`src/sv/oilt_prio.sv`:
```
// lowest-set-bit encoder built as a binary tree
`default_nettype none

module oilt_prio #(
    parameter int N = 64
) (
    input  wire  [N-1:0]         req,
    output logic                 any,
    output logic [$clog2(N)-1:0] idx
);

    localparam int IW = $clog2(N);
    localparam int NP = 1 << IW;

    // heap order: node 1 is the root, leaves sit at NP .. 2*NP-1
    logic          node_v  [0:2*NP-1];
    logic [IW-1:0] node_ix [0:2*NP-1];

    assign node_v[0]  = 1'b0;
    assign node_ix[0] = '0;

    for (genvar k = 0; k < NP; k++)
    begin : g_leaf
        if (k < N)
        begin : g_used
            assign node_v[NP+k] = req[k];
        end
        else
        begin : g_pad
            assign node_v[NP+k] = 1'b0;
        end
        assign node_ix[NP+k] = IW'(k);
    end

    for (genvar n = 1; n < NP; n++)
    begin : g_node
        assign node_v[n]  = node_v[2*n] | node_v[2*n+1];
        assign node_ix[n] = node_v[2*n] ? node_ix[2*n] : node_ix[2*n+1];
    end

    assign any = node_v[1];
    assign idx = node_ix[1];

endmodule

`default_nettype wire

```
`config.mk`:
```
export PLATFORM = sky130hd
export DESIGN_NAME = oilt_prio
export DESIGN_NICKNAME = d
export VERILOG_FILES = /design/src/sv/oilt_prio.sv
export SDC_FILE = /design/constraint.sdc
export NUM_CORES = 1
export LEC_CHECK = 0
export BUFFER_PORTS_ARGS = -buffer_cell sky130_fd_sc_hd__buf_2
export CORE_MARGIN = 4
export CORE_UTILIZATION = 42
export DETAILED_ROUTE_END_ITERATION = 12
export PLACE_DENSITY = 0.95
export SYNTH_ARGS = -nofsm -noshare
export SYNTH_HDL_FRONTEND = slang
export SYNTH_SLANG_ARGS = --single-unit
export TNS_END_PERCENT = 1
```
`constraint.sdc`:
```
create_clock -name vclk -period 6.5
set_input_delay 1.3 -clock vclk [all_inputs]
set_output_delay 1.3 -clock vclk [all_outputs]
set_load 0.01 [all_outputs]
```
* Yosys cells after proc, flatten, opt, wreduce, memory -nomap -nowiden
Index checks and enable logic that the tools add are counted. Widths: inputs -> output; s select.
Word-level totals: bits in registers 0, output and inout bits 7, input port bits 64, logic and storage cells 126
Operators by class: mux-type cells 63, bitwise logic cells 63
Operators with widths (count):
- $mux 6 | 31
- $or 1x1->1 | 63
- $mux 1 | 32

* Logic depth before layout (Yosys ltp)
word-level depth 6, mapped depth 5, gate-level depth less buffers 5

* Worst setup path before layout
OpenSTA, ideal clock, no wires.
kind in2out, start input port req[21], end output port idx[0], arrival time 2.780 ns, required time 5.200 ns, cell stages on the path 5, setup slack 2.420 ns, buffers on the path 0, cells stage by stage or4_4 > nand2b_4 > nor3_4 > o31ai_1 > o311a_1
Between the ends: word-level cells in the longest chain between the ends 6, elaborated cells between the ends (all ways) 10, those cells by class mux: 5; bitwise: 5
RTL lines:
- start: declaration | line 7 | input wire [N-1:0] req,
- $or 1x1->1 (*) | line 37 | assign node_v[n] = node_v[2*n] | node_v[2*n+1];
- $mux 6 / $or 1x1->1 (equally long branches) (4 in series) | line 38, 37
- $mux 6 (*) | line 38 | assign node_ix[n] = node_v[2*n] ? node_ix[2*n] : node_ix[2*n+1];
- end: declaration | line 9 | output logic [$clog2(N)-1:0] idx
Every way passes the cells marked *; elsewhere a longest branch is shown, timed or not.

* Final worst setup path
start input port req[1], end output port idx[0]
The elaborated chain is that of the path after synthesis.

==> impl_metrics.json <==
{
  "seq_cells": 0,
  "grt_pass1_wl_um": 4410,
  "synth_compound_area_share_pct": 37.0,
  "wl_per_cell_um": 13.6,
  "syn_inst": 116,
  "min-delay-start": "req[63]",
  "slew_headroom_pct": 59.6,
  "route.detailed.drc": 0,
  "drt_first_iter_violations": 36,
  "post-dp-hpwl_um": 2540,
  "synth.distinct_cells": 34,
  "synth.avg_cell_area_um2": 6.44,
  "grt_pass1_vias": 1139,
  "register_area_um2": 0,
  "grt_max_degree": 7,
  "ant_nets": 0,
  "rsz0062_at_grt": "no",
  "crit_start": "req[1]",
  "max_freq_mhz": 229,
  "post_cts.repair.setup_buffers": 0,
  "synth_area_leaders": "nor2_1 10%, nor4_2 8.4%, a21oi_1 8.0%",
  "yosys.area_share.xor_xnor_pct": 0,
  "rows": 14,
  "synth_mux_area_share_pct": 0,
  "stdcell_area_um2": 1130,
  "antenna_found_initial": 0,
  "vias": 1254,
  "layout.nets": 253,
  "leakage_nw": 0.543,
  "die_h_um": 50.2,
  "coreArea_um2": 1590,
  "drt-total-wl_um": 2880,
  "hold_path_depth": 4,
  "finalCritPeriodShare_pct": 67.2,
  "crit_arrival_ps": 3070,
  "grt-ovfl-total": 0,
  "avgViaCountPerCell": 5.94,
  "hold_class": "in2out",
  "end_kind": "output port",
  "grt_usage_pct": 21.1,
  "ctsResizeCount": 0,
  "dieArea_um2": 2520,
  "cp_max_fo": 6,
  "setup_violations": 0,
  "area_growth_pct": 51.6,
  "drive_gt1_share_pct": 44.4,
  "setup_ws_ps": 2130,
  "report.final.slew_viol_count": 0,
  "dr.pass1.iters": 4,
  "syn_nets": 180,
  "final_common_cell": "buf_2",
  "place_congestion": 0.772,
  "io_buffers": 71,
  "critPathKind": "in2out",
  "required_ps": 5200,
  "hold_buffers": 0,
  "synthSimpleGateAreaFrac_pct": 57.5,
  "synth_fa_ha_area_share_pct": 0,
  "yosys.area.top_type": "nor2_1",
  "die_w_um": 50.2,
  "n_fill_cell": 136,
  "synth_area_um2": 747,
  "power_density_nw_per_um2": 45.9,
  "start_kind": "primary input",
  "nClkBuffers": 0,
  "worstMarginPinSlew_ps": 600,
  "yosys_warnings": 0,
  "ys_seq_area_share_pct": 0,
  "setup_tns_ps": 0,
  "status": "complete, no violations",
  "synth_top_family_by_area": "simple AND/OR/NAND/NOR gates",
  "pre_cts_slack_ps": 2140,
  "start_util_pct": 46.9,
  "layout_common_cells": "71 x buf_2, 20 x nor2_1, 12 x a21oi_1, 12 x nor3_1, 11 x inv_1",
  "antenna_cells": 0,
  "hold_viol": 0,
  "synthDominantCellAreaShare_pct": 10.1,
  "post_dp_cell_area_um2": 1130,
  "peakVddDrop_uv": 37.6,
  "layout_min_cycle_time_ps": 4370,
  "io_pins": 71,
  "maxCapViolCount": 0
}
final timing paths:
path                      to
worst min-delay path     any
worst max-delay path  idx[0]
per-layer routing:
layer	vias to the layer above	GRT usage, %	wire [um]
li1	600	-	-
met2	87	41.5	1410
met3	13	3.55	372
met1	554	22.7	1020
met4	0	5.53	70
met5	-	0	0
area by class of cell:
class / count / area [um2] / share of cell area [%]
multi-input combinational: 105 / 706 / 62.3
timing repair buffer: 71 / 355 / 31.4
tap: 24 / 30.0 / 2.65
inverter: 11 / 41.3 / 3.65
synthesized netlist by cell type, types with 2 or more instances:
cell,n
nor4_1,6
o31ai_1,4
nand2_1,5
nor2b_1,5
inv_1,11
o21ai_0,5
nor4_4,2
a311oi_1,2
a21oi_1,12
nor4_2,5
nor3_1,12
or4_1,2
nor2_1,20
nand4_1,2
o21bai_1,4
worst max-delay path, cell delays in order:
cell     delay, ps
buf_2          120
nor4_2         480
nand4_4        220
nor3_4         320
o31ai_1        110
o311a_1        370
buf_2          140
logic make-up after synthesis:
logic type | after synthesis
buf+inv | 11
compound gates | 40
simple gates | 65
through the flow:
| stage | std cells | power, mW | hold WS (ps) | util (%) |
|---|---|---|---|---|
| after detailed placement | 211 | 0.0511 | 2950 | 71.0 |
| after global routing | 211 | 0.0565 | 2980 | 71.0 |
| after CTS | 211 | 0.0512 | 2950 | 71.0 |
| final | 211 | 0.0519 | 2940 | 71.0 |
| after floorplan | 116 | 0.0175 | 2750 | - |
| after global placement | 211 | 0.0484 | 2950 | 71.0 |
power by group:
part           total, mW  internal (mW)  switching [mW]  leakage [nW]
Sequential             0              0               0             0
Clock                  0              0               0             0
Combinational     0.0519         0.0244          0.0275         0.543
Power figures use the tool's default switching activity.
