**config.mk**
```make
export PLATFORM = sky130hd
export DESIGN_NAME = oilt_cell
export DESIGN_NICKNAME = d
export VERILOG_FILES = /design/src/sv/oilt_pkg.sv /design/src/sv/oilt_cell.sv
export SDC_FILE = /design/constraint.sdc
export NUM_CORES = 1
export LEC_CHECK = 0
export ABC_AREA = 1
export BUFFER_PORTS_ARGS = -buffer_cell sky130_fd_sc_hd__buf_2
export CAP_MARGIN = 15
export CORE_ASPECT_RATIO = 0.75
export CORE_MARGIN = 1
export CORE_UTILIZATION = 41
export CTS_BUF_LIST = sky130_fd_sc_hd__clkbuf_8 sky130_fd_sc_hd__clkbuf_16
export DETAILED_ROUTE_END_ITERATION = 8
export PLACE_DENSITY = 0.78
export SYNTH_ARGS = -nofsm -noshare
export SYNTH_HDL_FRONTEND = slang
export SYNTH_SLANG_ARGS = --single-unit
```
**constraint.sdc**
```tcl
create_clock -name clk -period 3.54 [get_ports clk]
set_clock_uncertainty 0.2 [all_clocks]
set_input_delay 0 -clock clk [delete_from_list [all_inputs] [get_ports clk]]
set_output_delay 0 -clock clk [all_outputs]
set_load 0.01 [all_outputs]
```
**src/sv/oilt_pkg.sv**
```systemverilog
// shared types and constants of the ordered integer list table
`default_nettype none

package oilt_pkg;

    localparam int DEFAULT_CAPACITY = 64;
    localparam int KIND_W           = 3;
    localparam int POS_W            = 6;
    localparam int VALUE_W          = 32;
    localparam int STATUS_W         = 2;
    localparam int IDX_OUT_W        = 6;
    localparam int CNT_OUT_W        = 7;
    localparam int S_TDATA_W        = 40;
    localparam int M_TDATA_W        = 48;

    typedef enum logic [KIND_W-1:0] {
        KIND_APPEND = 3'd0,
        KIND_INSERT = 3'd1,
        KIND_DELETE = 3'd2,
        KIND_FIND   = 3'd3,
        KIND_GET    = 3'd4
    } kind_t;

    typedef enum logic [STATUS_W-1:0] {
        STATUS_OK    = 2'd0,
        STATUS_RANGE = 2'd1,
        STATUS_FULL  = 2'd2
    } status_t;

    typedef enum logic {
        ST_IDLE    = 1'b0,
        ST_RESOLVE = 1'b1
    } state_t;

    // broadcast to every cell; each do_* is already qualified by a successful transaction
    typedef struct packed {
        logic step;
        logic do_append;
        logic do_insert;
        logic do_delete;
        logic do_find;
        logic do_get;
    } cell_ops_t;

endpackage

`default_nettype wire

```
**src/sv/oilt_cell.sv**
```systemverilog
// one list entry with its neighbor shift paths and its match flag
`default_nettype none

module oilt_cell #(
    parameter int INDEX = 0,
    parameter int CMP_W = 7
) (
    input  wire                                   clk,
    input  wire oilt_pkg::cell_ops_t              ops,
    input  wire        [CMP_W-1:0]                pos,
    input  wire        [CMP_W-1:0]                cnt,
    input  wire signed [oilt_pkg::VALUE_W-1:0]    value,
    input  wire signed [oilt_pkg::VALUE_W-1:0]    left_entry,
    input  wire signed [oilt_pkg::VALUE_W-1:0]    right_entry,
    output logic signed [oilt_pkg::VALUE_W-1:0]   entry,
    output logic                                  hit
);

    localparam logic [CMP_W-1:0] MY_IDX = CMP_W'(INDEX);

    logic signed [oilt_pkg::VALUE_W-1:0] entry_reg;
    logic signed [oilt_pkg::VALUE_W-1:0] entry_next;
    logic                                hit_reg;
    logic                                hit_next;

    always_comb
    begin
        entry_next = entry_reg;
        if (ops.do_append && (MY_IDX == cnt))
        begin
            entry_next = value;
        end
        else if (ops.do_insert)
        begin
            if (MY_IDX == pos)
            begin
                entry_next = value;
            end
            else if (MY_IDX > pos)
            begin
                entry_next = left_entry;
            end
        end
        else if (ops.do_delete && (MY_IDX >= pos))
        begin
            entry_next = right_entry;
        end
    end

    always_comb
    begin
        hit_next = 1'b0;
        if (ops.do_find)
        begin
            hit_next = (entry_reg == value) && (MY_IDX < cnt);
        end
        else if (ops.do_get)
        begin
            hit_next = (MY_IDX == pos);
        end
    end

    always_ff @(posedge clk)
    begin
        if (ops.step)
        begin
            entry_reg <= entry_next;
            hit_reg   <= hit_next;
        end
    end

    assign entry = entry_reg;
    assign hit   = hit_reg;

endmodule

`default_nettype wire

```
### After elaboration in Yosys (flattened, before gate mapping)

Index checks and enable logic that the tools add are counted.

| storage, ports and cells | value |
|---|---|
| word-level logic and storage cells | 21 |
| flip-flop bits (word level) | 33 |

| operators by class | value |
|---|---|
| reductions and logical operators | 7 |
| muxes and demuxes | 7 |
| order comparisons | 3 |
| equality and inequality tests | 2 |

Operators with widths:

| kind | count |
|---|---|
| $mux 32 | 5 |
| $eq 32x32->1 | 1 |
| $logic_not 7->1 | 2 |
| $ge 1x7->1 const A | 1 |
| $gt 1x7->1 const A | 1 |
| $lt 1x7->1 const A | 1 |
| $ne 4x1->1 const B | 1 |
| $logic_and 1x1->1 | 3 |
| $reduce_and 3->1 | 1 |
| $reduce_bool 3->1 | 1 |
| $mux 1 | 2 |

### Longest topological paths before layout

| logic depth | value |
|---|---|
| depth in word-level cells | 5 |
| gate-level depth with buffers | 10 |
| gate-level depth less buffers | 10 |

### Least setup slack after synthesis

Ideal clock, no wire load.

| timing path | value |
|---|---|
| path kind | input-to-reg |
| start point | in cnt[6] |
| end point | reg entry_reg (netlist bit entry[0]), enable pin |
| path slack | 0.608 ns |
| data required time | 2.908 ns |
| arrival | 2.300 ns |
| stages on the path | 8 |
| path through | inv_1 -> nand2_1 -> nor3_2 -> nand2_2 -> inv_4 -> nor2_4 -> buf_6 -> a21oi_1 |

| on the way | value |
|---|---|
| longest elaborated chain between the ends | 4 |

RTL lines:

| element | line | RTL |
|---|---|---|
| from (decl) | oilt_cell.sv:11 | `input wire [CMP_W-1:0] cnt,` |
| $logic_not 7->1 * | oilt_cell.sv:29 | `if (ops.do_append && (MY_IDX == cnt))` |
| $logic_and 1x1->1 * | oilt_cell.sv:29 |  |
| $ne 4x1->1 (no line) / $reduce_bool 3->1 (equally long branches) | - |  |
| $reduce_and 3->1 (no line) * | - |  |
| to (signal assigned) | oilt_cell.sv:67 | `entry_reg <= entry_next;` |
| to (decl) | oilt_cell.sv:21 | `logic signed [oilt_pkg::VALUE_W-1:0] entry_reg;` |

Mark *: on every way between the ends. The rest lies on a longest branch, timed or not.
A chain may end at the register's enable or synchronous reset.

### Final worst setup path

| timing path | value |
|---|---|
| start point | in cnt[0] |
| end point | reg entry_reg (netlist bit entry[28]), enable pin |

The elaborated chain is that of the path after synthesis.

==> flow_summary.json <==
{
  "crit_fanout": 33,
  "required_ps": 3330,
  "worstSetupPathType": "input pin to flip-flop",
  "die_area_um2": 6340,
  "slowest_delay_ps": 660,
  "antenna_found_initial": 0,
  "place_congestion": 0.794,
  "yosysMostFrequentCell": "nand2_1",
  "clkLatencyLatePin_ps": 280,
  "synth_top_area_share_pct": 40.1,
  "min_path_cells": 3,
  "die_w_um": 91.6,
  "fin_area_um2": 4010,
  "first_pass_iters": 5,
  "grt_usage_pct": 26.8,
  "syn-num-nets": 484,
  "diodes": 0,
  "end_kind": "flip-flop",
  "vias": 3155,
  "rows": 24,
  "outcome": "completed",
  "coreArea_um2": 5800,
  "ys_warn_count": 0,
  "period_share_pct": 61.6,
  "tightest_slew_ps": 798,
  "postCtsSetupBuffers": 0,
  "final_nets": 700,
  "setup_viol": 0,
  "timing.fmax_mhz": 458,
  "avgSynthCellArea_um2": 6.73,
  "ioPinCount": 150,
  "drc": 0,
  "largest_reg_flops": 32,
  "synth_edf_count": 33,
  "portBuffers": 149,
  "start_util_pct": 42.6,
  "min_period_ps": 2180,
  "syn_inst": 367,
  "ant_nets": 0,
  "cp.arrival_ps": 1970,
  "cts_root_buf": "clkbuf_8",
  "cts.sinks": 33,
  "hp-class": "input pin to flip-flop",
  "grt_setup_unrepaired": "no",
  "tns_ps": 0,
  "slew_viol_final": 0,
  "cts-buffers-inserted": 5,
  "grt_pass1_vias": 3115,
  "cts-resized-gates": 0,
  "synth.ff_latch_count": 33,
  "max-clock-path-buffers": 2,
  "dp_hpwl_um": 5830,
  "powerDensity_nw_per_um2": 238,
  "n_fill_cell": 500,
  "grt_max_degree": 34,
  "wire_per_inst_um": 12.4,
  "hold_viol": 0,
  "syn_area_um2": 2470,
  "cap_violations": 0,
  "ys.flop_type": "edfxtp_1",
  "yosys-top-cells-area": "edfxtp_1 (40%), nand2_1 (28%), inv_1 (7.5%), nand3_1 (7.1%), xnor2_1 (4.6%)",
  "htreeDepth": 2,
  "max_slew_margin_pct": 46.7,
  "cp-start-kind": "input pin",
  "viasPerCell": 4.77,
  "die_y_um": 69.2,
  "clk_pin_slew_ps": 70,
  "peakVddDrop_uv": 138,
  "critPathSlowestCell": "a21oi_4",
  "yosysTopAreaCell": "edfxtp_1",
  "rr_worst_depth": 9,
  "cts_tree": "done",
  "placed_area_um2": 3260,
  "area.growth.synth_to_final_pct": 62.6,
  "overflow": 0,
  "p_leak_nw": 2.11,
  "drive_gt1_share_pct": 28.6,
  "ys_seq_area_share_pct": 40.1,
  "drt-total-wl_um": 8210,
  "netlist_top_cells_count": "nand2_1 (186), inv_1 (49), nand3_1 (35)",
  "crit_chain": "buf_2 -> nor2_1 -> nand2_1 -> nor3_2 -> nand2_2 -> inv_4 -> nor2_4 -> a21oi_4 -> buf_4",
  "grt_pass1_wl_um": 13400,
  "synth.distinct_cells": 21,
  "drt_iter0_drc": 173,
  "synthArstFlopShare_pct": 0
}
## critical path: cells and delay by family
kind                   cells  cell delay [ps]
and+or+nand+nor            5              680
AOI/OAI and AO/OA          1              660
buffers and inverters      3              610
## placed cells by master, fill, tap and decap left out, drive strengths merged
cell / n
o22ai: 1
inv: 50
xnor2: 13
clkbuf: 5
buf: 151
a21oi: 1
edfxtp: 33
nand2: 188
nand3: 35
dlygate4sd3: 67
nor3: 1
nand4: 2
o21ai: 12
nor2: 22
clkinv: 3
## final timing paths
check	from	endpoint	slack (ps)
worst max-delay path	cnt[0]	entry[28]	1360
worst min-delay path	ops[2]	entry[9]	110
worst max register to register	entry[10]	hit	1920
worst min register to register	entry[27]	hit	670
## where the power goes
group / switching, mW / internal, mW / total [mW] / leakage (nW)
Sequential: 0.00155 / 0.435 / 0.437 / 0.287
Clock: 0.139 / 0.132 / 0.272 / 0.0430
Combinational: 0.104 / 0.143 / 0.248 / 1.78
Total: 0.245 / 0.711 / 0.956 / 2.11
## timing repair
| item | in CTS | in global routing |
|---|---|---|
| hold endpoints to repair | 34 | 0 |
| hold buffers | 67 | 0 |
| setup endpoints to repair | 0 | 0 |
## metal layers
layer | wire (µm) | track usage (%)
met3 | 726 | 5.37
met4 | 153 | 9.70
met5 | 0 | 0
met2 | 3970 | 47.2
met1 | 3370 | 32.4
## cell type report
type	count	area, µm²	area share [%]
Inverter	50	190	4.74
Sequential cell	33	991	24.7
Timing Repair Buffer	218	1430	35.7
Clock buffer	5	68.8	1.71
Multi-Input combinational cell	275	1220	30.5
Tap cell	78	97.6	2.43
Clock inverter	3	12.5	0.312
## stage by stage
step | util (%) | power (mW) | hold WS (ps) | setup WS, ps | cells
global placement | 56.3 | 0.614 | 17.5 | 1150 | 587
floorplan | - | 0.528 | -87.5 | 608 | 367
CTS | 69.3 | 0.958 | 105 | 1340 | 662
finish | 69.3 | 0.956 | 106 | 1360 | 662
detailed placement | 56.3 | 0.619 | 27.0 | 1030 | 587
global route | 69.3 | 1.00 | 127 | 1190 | 662
## kinds of logic after synthesis
family                 synth area share [%]
buffers and inverters                  10.8
flip-flops                             40.1
AO/OA/AOI/OAI                          3.35
XOR/XNOR                               4.61
AND/OR/NAND/NOR                        41.1
No activity file was read; power rests on OpenSTA's default activity.
